--- config.mk ---
export PLATFORM = sky130hd
export DESIGN_NAME = uri_component_validator_unit
export DESIGN_NICKNAME = d
export VERILOG_FILES = /design/src/rtl/ucv_pkg.sv /design/src/rtl/uri_component_validator_unit.sv /design/src/rtl/ucv_char_class.sv /design/src/rtl/ucv_step.sv
export SDC_FILE = /design/constraint.sdc
export NUM_CORES = 1
export LEC_CHECK = 0
export BUFFER_PORTS_ARGS = -buffer_cell sky130_fd_sc_hd__buf_2
export CORE_MARGIN = 5
export CORE_UTILIZATION = 53
export DETAILED_ROUTE_END_ITERATION = 10
export GPL_ROUTABILITY_DRIVEN = 0
export PLACE_DENSITY = 0.79
export SLEW_MARGIN = 20
export SYNTH_ARGS = -nofsm -noshare
export SYNTH_HDL_FRONTEND = slang
export SYNTH_HIERARCHICAL = 1
export SYNTH_SLANG_ARGS = --single-unit
--- constraint.sdc ---
create_clock -name clk -period 3.93 [get_ports clk]
set_input_delay 0 -clock clk [delete_from_list [all_inputs] [get_ports clk]]
set_output_delay 0 -clock clk [all_outputs]
set_load 0.01 [all_outputs]
--- src/rtl/ucv_pkg.sv ---
// shared types and constants for the uri component validator
package ucv_pkg;

	// grammar selector codes
	typedef enum logic [2:0] {
		MODE_ABS_PATH = 3'd0,
		MODE_SEGMENT  = 3'd1,
		MODE_QUERY    = 3'd2,
		MODE_REG_NAME = 3'd3,
		MODE_TOKEN    = 3'd4,
		MODE_IPV4     = 3'd5
	} ucv_mode_t;

	localparam int unsigned MODE_W = 3;
	localparam logic [MODE_W-1:0] MODE_RESET = MODE_ABS_PATH;

	// register index of grammar_mode
	localparam logic REG_GRAMMAR_MODE = 1'b0;

	localparam logic [7:0] CH_PCT   = 8'h25;
	localparam logic [7:0] CH_SLASH = 8'h2F;
	localparam logic [7:0] CH_DOT   = 8'h2E;
	localparam logic [7:0] CH_QMARK = 8'h3F;
	localparam logic [7:0] CH_AT    = 8'h40;
	localparam logic [7:0] CH_COLON = 8'h3A;

	localparam logic [9:0] OCTET_MAX = 10'd255;

	// byte class flags
	typedef struct packed {
		logic digit;
		logic alnum;
		logic hex;
		logic unreserved;
		logic sub_delim;
		logic tchar;
		logic pct;
		logic slash;
		logic dot;
		logic qmark;
		logic colon_at;
	} ucv_class_t;

	// per-string state
	typedef struct packed {
		logic       failed;
		logic [1:0] hex_pending;
		logic       at_first_byte;
		logic       after_slash;
		logic [1:0] dots_seen;
		logic [1:0] group_digits;
		logic [9:0] group_value;
	} ucv_state_t;

	localparam ucv_state_t STATE_RESET = '{
		failed:        1'b0,
		hex_pending:   2'd0,
		at_first_byte: 1'b1,
		after_slash:   1'b0,
		dots_seen:     2'd0,
		group_digits:  2'd0,
		group_value:   10'd0
	};

endpackage

--- src/rtl/uri_component_validator_unit.sv ---
// top level of the uri component validator: input stage, string state, result register
//
//  channel | direction | handshake          | payload
//  --------+-----------+--------------------+-------------------------------------
//  in      | request   | in_valid/in_stall  | data_byte, last, empty_string
//  out     | result    | out_valid/out_stall| valid_res
//  apb     | config    | psel/penable/pready| grammar_mode at byte address 0
//
// one byte per cycle sustained: a request is registered in the input stage, and
// the classifier plus state update form the single logic level in front of the
// string state and result registers. the verdict is registered as a string's
// last request leaves the input stage. the input stage stalls only when it holds a
// string-ending request while the result register is full and stalled downstream.
// reset clears the grammar selector to absolute path and the string state.
module uri_component_validator_unit
	import ucv_pkg::*;
(
	input  logic        clk,
	input  logic        arst_n,
	// byte requests
	input  logic        in_valid,
	output logic        in_stall,
	input  logic [7:0]  data_byte,
	input  logic        last,
	input  logic        empty_string,
	// verdicts
	output logic        out_valid,
	input  logic        out_stall,
	output logic        valid_res,
	// configuration
	input  logic        psel,
	input  logic        penable,
	input  logic        pwrite,
	input  logic [2:0]  paddr,
	input  logic [31:0] pwdata,
	output logic [31:0] prdata,
	output logic        pready
);

	logic [MODE_W-1:0] mode_q;

	// input stage
	logic       valid_s1;
	logic [7:0] data_byte_s1;
	logic       last_s1;
	logic       empty_s1;

	ucv_state_t st_q;
	ucv_state_t st_next;
	ucv_class_t cls;
	logic       verdict;
	logic       ends_s1;
	logic       out_free;
	logic       adv_s1;
	logic       accept;
	logic       out_valid_q;
	logic       valid_res_q;

	// apb: register index is paddr[2], byte offset ignored
	assign pready = 1'b1;
	assign prdata = (paddr[2] == REG_GRAMMAR_MODE) ? {{(32-MODE_W){1'b0}}, mode_q} : 32'd0;

	always_ff @(posedge clk or negedge arst_n) begin
		if (!arst_n) begin
			mode_q <= MODE_RESET;
		end else if (psel && penable && pwrite && pready && (paddr[2] == REG_GRAMMAR_MODE)) begin
			mode_q <= pwdata[MODE_W-1:0];
		end
	end

	// handshake: the stage advances unless its verdict has nowhere to go
	assign ends_s1  = empty_s1 || last_s1;
	assign out_free = !out_valid_q || !out_stall;
	assign adv_s1   = valid_s1 && (!ends_s1 || out_free);
	assign in_stall = valid_s1 && !adv_s1;
	assign accept   = in_valid && !in_stall;

	always_ff @(posedge clk or negedge arst_n) begin
		if (!arst_n) begin
			valid_s1 <= 1'b0;
		end else if (accept) begin
			valid_s1 <= 1'b1;
		end else if (adv_s1) begin
			valid_s1 <= 1'b0;
		end
	end

	always_ff @(posedge clk) begin
		if (accept) begin
			data_byte_s1 <= data_byte;
			last_s1      <= last;
			empty_s1     <= empty_string;
		end
	end

	ucv_char_class u_class (
		.data_byte (data_byte_s1),
		.cls       (cls)
	);

	ucv_step u_step (
		.mode         (mode_q),
		.cls          (cls),
		.digit_val    (data_byte_s1[3:0]),
		.empty_string (empty_s1),
		.ends         (ends_s1),
		.cur          (st_q),
		.nxt          (st_next),
		.verdict      (verdict)
	);

	// string state, back to reset after each verdict
	always_ff @(posedge clk or negedge arst_n) begin
		if (!arst_n) begin
			st_q <= STATE_RESET;
		end else if (adv_s1) begin
			st_q <= st_next;
		end
	end

	// result register
	always_ff @(posedge clk or negedge arst_n) begin
		if (!arst_n) begin
			out_valid_q <= 1'b0;
		end else if (adv_s1 && ends_s1) begin
			out_valid_q <= 1'b1;
		end else if (!out_stall) begin
			out_valid_q <= 1'b0;
		end
	end

	always_ff @(posedge clk) begin
		if (adv_s1 && ends_s1) begin
			valid_res_q <= verdict;
		end
	end

	assign out_valid = out_valid_q;
	assign valid_res = valid_res_q;

endmodule

--- src/rtl/ucv_char_class.sv ---
// byte classifier: ascii character classes used by the grammars
module ucv_char_class
	import ucv_pkg::*;
(
	input  logic [7:0] data_byte,
	output ucv_class_t cls
);

	logic is_digit, is_lower, is_upper;

	always_comb begin
		is_digit = (data_byte >= 8'h30) && (data_byte <= 8'h39);
		is_lower = (data_byte >= 8'h61) && (data_byte <= 8'h7A);
		is_upper = (data_byte >= 8'h41) && (data_byte <= 8'h5A);

		cls.digit = is_digit;
		cls.alnum = is_digit || is_lower || is_upper;
		cls.hex   = is_digit || ((data_byte >= 8'h61) && (data_byte <= 8'h66))
			|| ((data_byte >= 8'h41) && (data_byte <= 8'h46));
		// - . _ ~
		cls.unreserved = cls.alnum || (data_byte inside {8'h2D, 8'h2E, 8'h5F, 8'h7E});
		// ! $ & ' ( ) * + , ; =
		cls.sub_delim = data_byte inside {8'h21, 8'h24, [8'h26:8'h2C], 8'h3B, 8'h3D};
		// ! # $ % & ' * + - . ^ _ ` | ~
		cls.tchar = cls.alnum || (data_byte inside {8'h21, [8'h23:8'h27], 8'h2A, 8'h2B,
			8'h2D, 8'h2E, 8'h5E, 8'h5F, 8'h60, 8'h7C, 8'h7E});
		cls.pct      = (data_byte == CH_PCT);
		cls.slash    = (data_byte == CH_SLASH);
		cls.dot      = (data_byte == CH_DOT);
		cls.qmark    = (data_byte == CH_QMARK);
		cls.colon_at = (data_byte == CH_COLON) || (data_byte == CH_AT);
	end

endmodule

--- src/rtl/ucv_step.sv ---
// per-byte state update and end-of-string verdict
module ucv_step
	import ucv_pkg::*;
(
	input  logic [MODE_W-1:0] mode,
	input  ucv_class_t        cls,
	input  logic [3:0]        digit_val,
	input  logic              empty_string,
	input  logic              ends,
	input  ucv_state_t        cur,
	output ucv_state_t        nxt,
	output logic              verdict
);

	ucv_state_t upd;
	ucv_state_t eval;
	logic [9:0] times_ten;

	always_comb begin
		upd = cur;
		upd.at_first_byte = 1'b0;
		times_ten = {cur.group_value[6:0], 3'b000} + {cur.group_value[8:0], 1'b0};

		if (cur.hex_pending != 2'd0) begin
			if (!cls.hex) begin
				upd.failed = 1'b1;
			end
			upd.hex_pending = cur.hex_pending - 2'd1;
		end else begin
			case (mode)
				MODE_ABS_PATH: begin
					if (cur.at_first_byte) begin
						if (!cls.slash) upd.failed = 1'b1;
						else upd.after_slash = 1'b1;
					end else if (cls.slash) begin
						if (cur.after_slash) upd.failed = 1'b1;
						upd.after_slash = 1'b1;
					end else begin
						upd.after_slash = 1'b0;
						if (cls.pct) upd.hex_pending = 2'd2;
						else if (!(cls.unreserved || cls.sub_delim || cls.colon_at))
							upd.failed = 1'b1;
					end
				end
				MODE_SEGMENT: begin
					if (cls.pct) upd.hex_pending = 2'd2;
					else if (!(cls.unreserved || cls.sub_delim || cls.colon_at))
						upd.failed = 1'b1;
				end
				MODE_QUERY: begin
					if (!(cls.slash || cls.qmark)) begin
						if (cls.pct) upd.hex_pending = 2'd2;
						else if (!(cls.unreserved || cls.sub_delim || cls.colon_at))
							upd.failed = 1'b1;
					end
				end
				MODE_REG_NAME: begin
					if (cls.pct) upd.hex_pending = 2'd2;
					else if (!(cls.unreserved || cls.sub_delim)) upd.failed = 1'b1;
				end
				MODE_TOKEN: begin
					if (!cls.tchar) upd.failed = 1'b1;
				end
				MODE_IPV4: begin
					if (cls.digit) begin
						if (cur.group_digits == 2'd3) begin
							upd.failed = 1'b1;
						end else begin
							// at most two digits so far, so the value stays below 1000
							upd.group_value  = times_ten + {6'd0, digit_val};
							upd.group_digits = cur.group_digits + 2'd1;
							if (upd.group_value > OCTET_MAX) upd.failed = 1'b1;
						end
					end else if (cls.dot) begin
						if ((cur.group_digits == 2'd0) || (cur.dots_seen == 2'd3)) begin
							upd.failed = 1'b1;
						end else begin
							upd.dots_seen    = cur.dots_seen + 2'd1;
							upd.group_digits = 2'd0;
							upd.group_value  = 10'd0;
						end
					end else begin
						upd.failed = 1'b1;
					end
				end
				default: upd.failed = 1'b1;
			endcase
		end

		// an empty mark consumes nothing
		eval = empty_string ? cur : upd;

		if (eval.failed || (eval.hex_pending != 2'd0)) begin
			verdict = 1'b0;
		end else begin
			case (mode)
				MODE_ABS_PATH: verdict = !eval.at_first_byte;
				MODE_SEGMENT, MODE_QUERY, MODE_REG_NAME, MODE_TOKEN: verdict = 1'b1;
				MODE_IPV4: verdict = (eval.dots_seen == 2'd3) && (eval.group_digits != 2'd0)
					&& (eval.group_value <= OCTET_MAX);
				default: verdict = 1'b0;
			endcase
		end

		nxt = ends ? STATE_RESET : eval;
	end

endmodule
==> metrics.log <==
[metrics] run status: finished, final reports clean
[metrics] post-layout net count: 452
[metrics] IR Drop Worst-Case VDD: 0.244 mV
[metrics] crit share post-route: 83.5%
[metrics] Leak Pwr: 1.53 nW
[metrics] number of global-route vias before repair: 2440
[metrics] setup slack after placement: 0.711 ns
[metrics] most common cell after layout, fill and taps aside: nand2_1
[metrics] total congestion overflow after global routing: 0
[metrics] total negative slack: 0 ns
[metrics] actual slew at the worst max-slew pin: 0.555 ns
[metrics] number of max-slew violations in the final report: 0
[metrics] width of the chip: 86.4 µm
[metrics] vertical die dimension: 86.4 µm
[metrics] highest-count cells in the layout ignoring fill and taps: nand2_1 (41), nor2_1 (30), conb_1 (30), a21oi_1 (30), buf_2 (26)
[metrics] buffers added on ports: 26
[metrics] routed via count divided by cell count: 5.44
[metrics] count of synthesis-stage warnings from yosys: 6
[metrics] endpoint class of the critical path: register
[metrics] post-layout minimum cycle time: 3.28 ns
[metrics] number of failing setup endpoints in the final timing report: 0
[metrics] register area: 932 µm²
[metrics] area of combinational cells with multiple inputs: 1900 µm²
[metrics] placement row count: 27
[metrics] antenna cell count: 0
[metrics] number of antenna violations at the first check in global routing: 0
[metrics] standard cell core area: 5570 µm²
[metrics] overall routing resource usage: 18.7%
[metrics] post-route cell area: 3380 µm²
[metrics] path type of the worst min-delay path: in -> reg
[metrics] critical path class: reg -> reg
[metrics] number of H-tree levels: 2
[metrics] endpoints failing hold: 0
[metrics] number of buffers added by the clock tree synthesis step: 5
[metrics] layout overhead on the synthesized area: 9.47%
[metrics] cell chosen for the clock root: clkbuf_8
[metrics] mean post-synth cell area: 8.86 µm²
[metrics] die area: 7460 µm²
[metrics] count of nets left with antenna violations after detail routing: 0
[metrics] Worst Skew: 0.00853 ns
[metrics] highest clock rate: 0.305 GHz
[metrics] first-pass GRT wire length: 11300 µm
[metrics] instance area at placement: 3110 µm²
[metrics] combined area of all synthesized cells: 3090 µm²
[metrics] critical path's slowest cell: edfxtp_1
[metrics] fraction of the core area covered by cells at the end of the flow: 60.7%
[metrics] total iterations of the first detailed-routing run: 4
[metrics] slowest cell delay on critical path: 0.61 ns
[metrics] fill count: 502
[metrics] Worst Path Required: 4.11 ns
[metrics] number of vias after detailed routing: 2481
[metrics] Critical Path Start Type: register
[metrics] DR DRC count: 0
[metrics] latest clock arrival within the worst-skew pair: 0.30 ns
[metrics] mean routed wirelength per cell: 14.7 µm
[metrics] CTS clock-pin slew for the worst setup and hold paths: 0.08 ns
[metrics] Initial DRC Count: 178
[metrics] maximum clock insertion buffer count: 2
[metrics] maximum net fanout on the critical path: 14
[metrics] worst setup slack after layout: 0.650 ns
[metrics] total wirelength of the detailed-routed design: 6680 µm
[metrics] relative slew slack: 63.0%
[metrics] number of top-level pins: 88
[metrics] clock net sink count: 35
[metrics] pwr/cell area: 288 nW/µm²
[metrics] crit path cell chain: nand2b_1, nor2_1, a31oi_1, o41a_2, o211ai_2, or3b_1, a21oi_1, a21oi_1, nor3_1, nand2_1, o21ai_0, nor2_1, mux2_4
[metrics] cell count after synthesis: 349
[metrics] largest net degree at the start of global routing: 25
[metrics] # Max-Cap Violations: 0
[metrics] CP arrival: 3.46 ns
[metrics] DPL Wire Length: 4770 µm
[metrics] fraction of layout cells with a size suffix above 1: 18.8%
[metrics] setup repair after global routing missed its margin: false
[metrics] TritonCTS clock tree: built
[metrics] starting density of the core: 55.4%
[metrics] # Post-CTS Setup Buffers: 0
[sequential cells by signal (all words and copies together) (netlist names)]
register and cells:
data_byte_s1 8, mode_q 3, last_s1 1, empty_s1 1, valid_res 1, st_q 19, out_valid 1, valid_s1 1
[path summary, 6_finish.rpt]
path                                  from  slack (ns)        end  cells after the start
min in group asynchronous           arst_n        0.22  mode_q[1]                      2
hold reg to reg                  out_valid        0.53  out_valid                      2
hold / removal                     penable        0.15  mode_q[2]                      3
setup reg to reg           data_byte_s1[0]        0.65   st_q[18]                     13
setup / recovery           data_byte_s1[0]        0.65   st_q[18]                     13
max in group asynchronous           arst_n        3.33   st_q[17]                      2
[layer usage]
layer / up-vias / part of all wire [%] / GRT usage [%]
li1: 1233 / - / -
met1: 1157 / 44 / 24.2
met2: 88 / 49 / 32.4
met3: 3 / 6.8 / 3.33
met4: 0 / 0.55 / 4.25
met5: - / 0 / 0
[per-stage QoR]
stage               total power, mW  cells  hold slack, ns
finish                        0.973    456           0.154
global route                   1.03    456           0.170
CTS                           0.979    456           0.153
detailed placement            0.628    432          0.0287
global placement              0.622    432          0.0174
floorplan                     0.603    377          -0.296
[report_power, final]
part	total [mW]	switching (mW)	internal, mW
logic	0.191	0.104	0.0872
registers	0.444	0.0445	0.400
clock network	0.338	0.145	0.192
total	0.973	0.294	0.679
[repair_timing]
item / 4_1_cts / 5_1_grt
resized for setup: 0 / 0
hold buffers: 16 / 0
endpoints found under the hold margin: 38 / 0
[cell type report]
class	instances	share of cell area (%)
Inverter	13	1.44
Multi-Input combinational cell	285	56.1
Clock buffer	5	2.03
Sequential cell	35	27.6
Timing Repair Buffer	43	8.80
Tap cell	72	2.66
Clock inverter	3	1.41
[worst max-delay path, delay by kind of cell, from the launching register on]
| family | cells | cell delay (ns) |
|---|---|---|
| multiplexers | 1 | 0.27 |
| flip-flops | 1 | 0.61 |
| AND/OR/NAND/NOR | 6 | 1.21 |
| AO/OA/AOI/OAI | 6 | 1.05 |
Power figures use the tool's default switching activity.
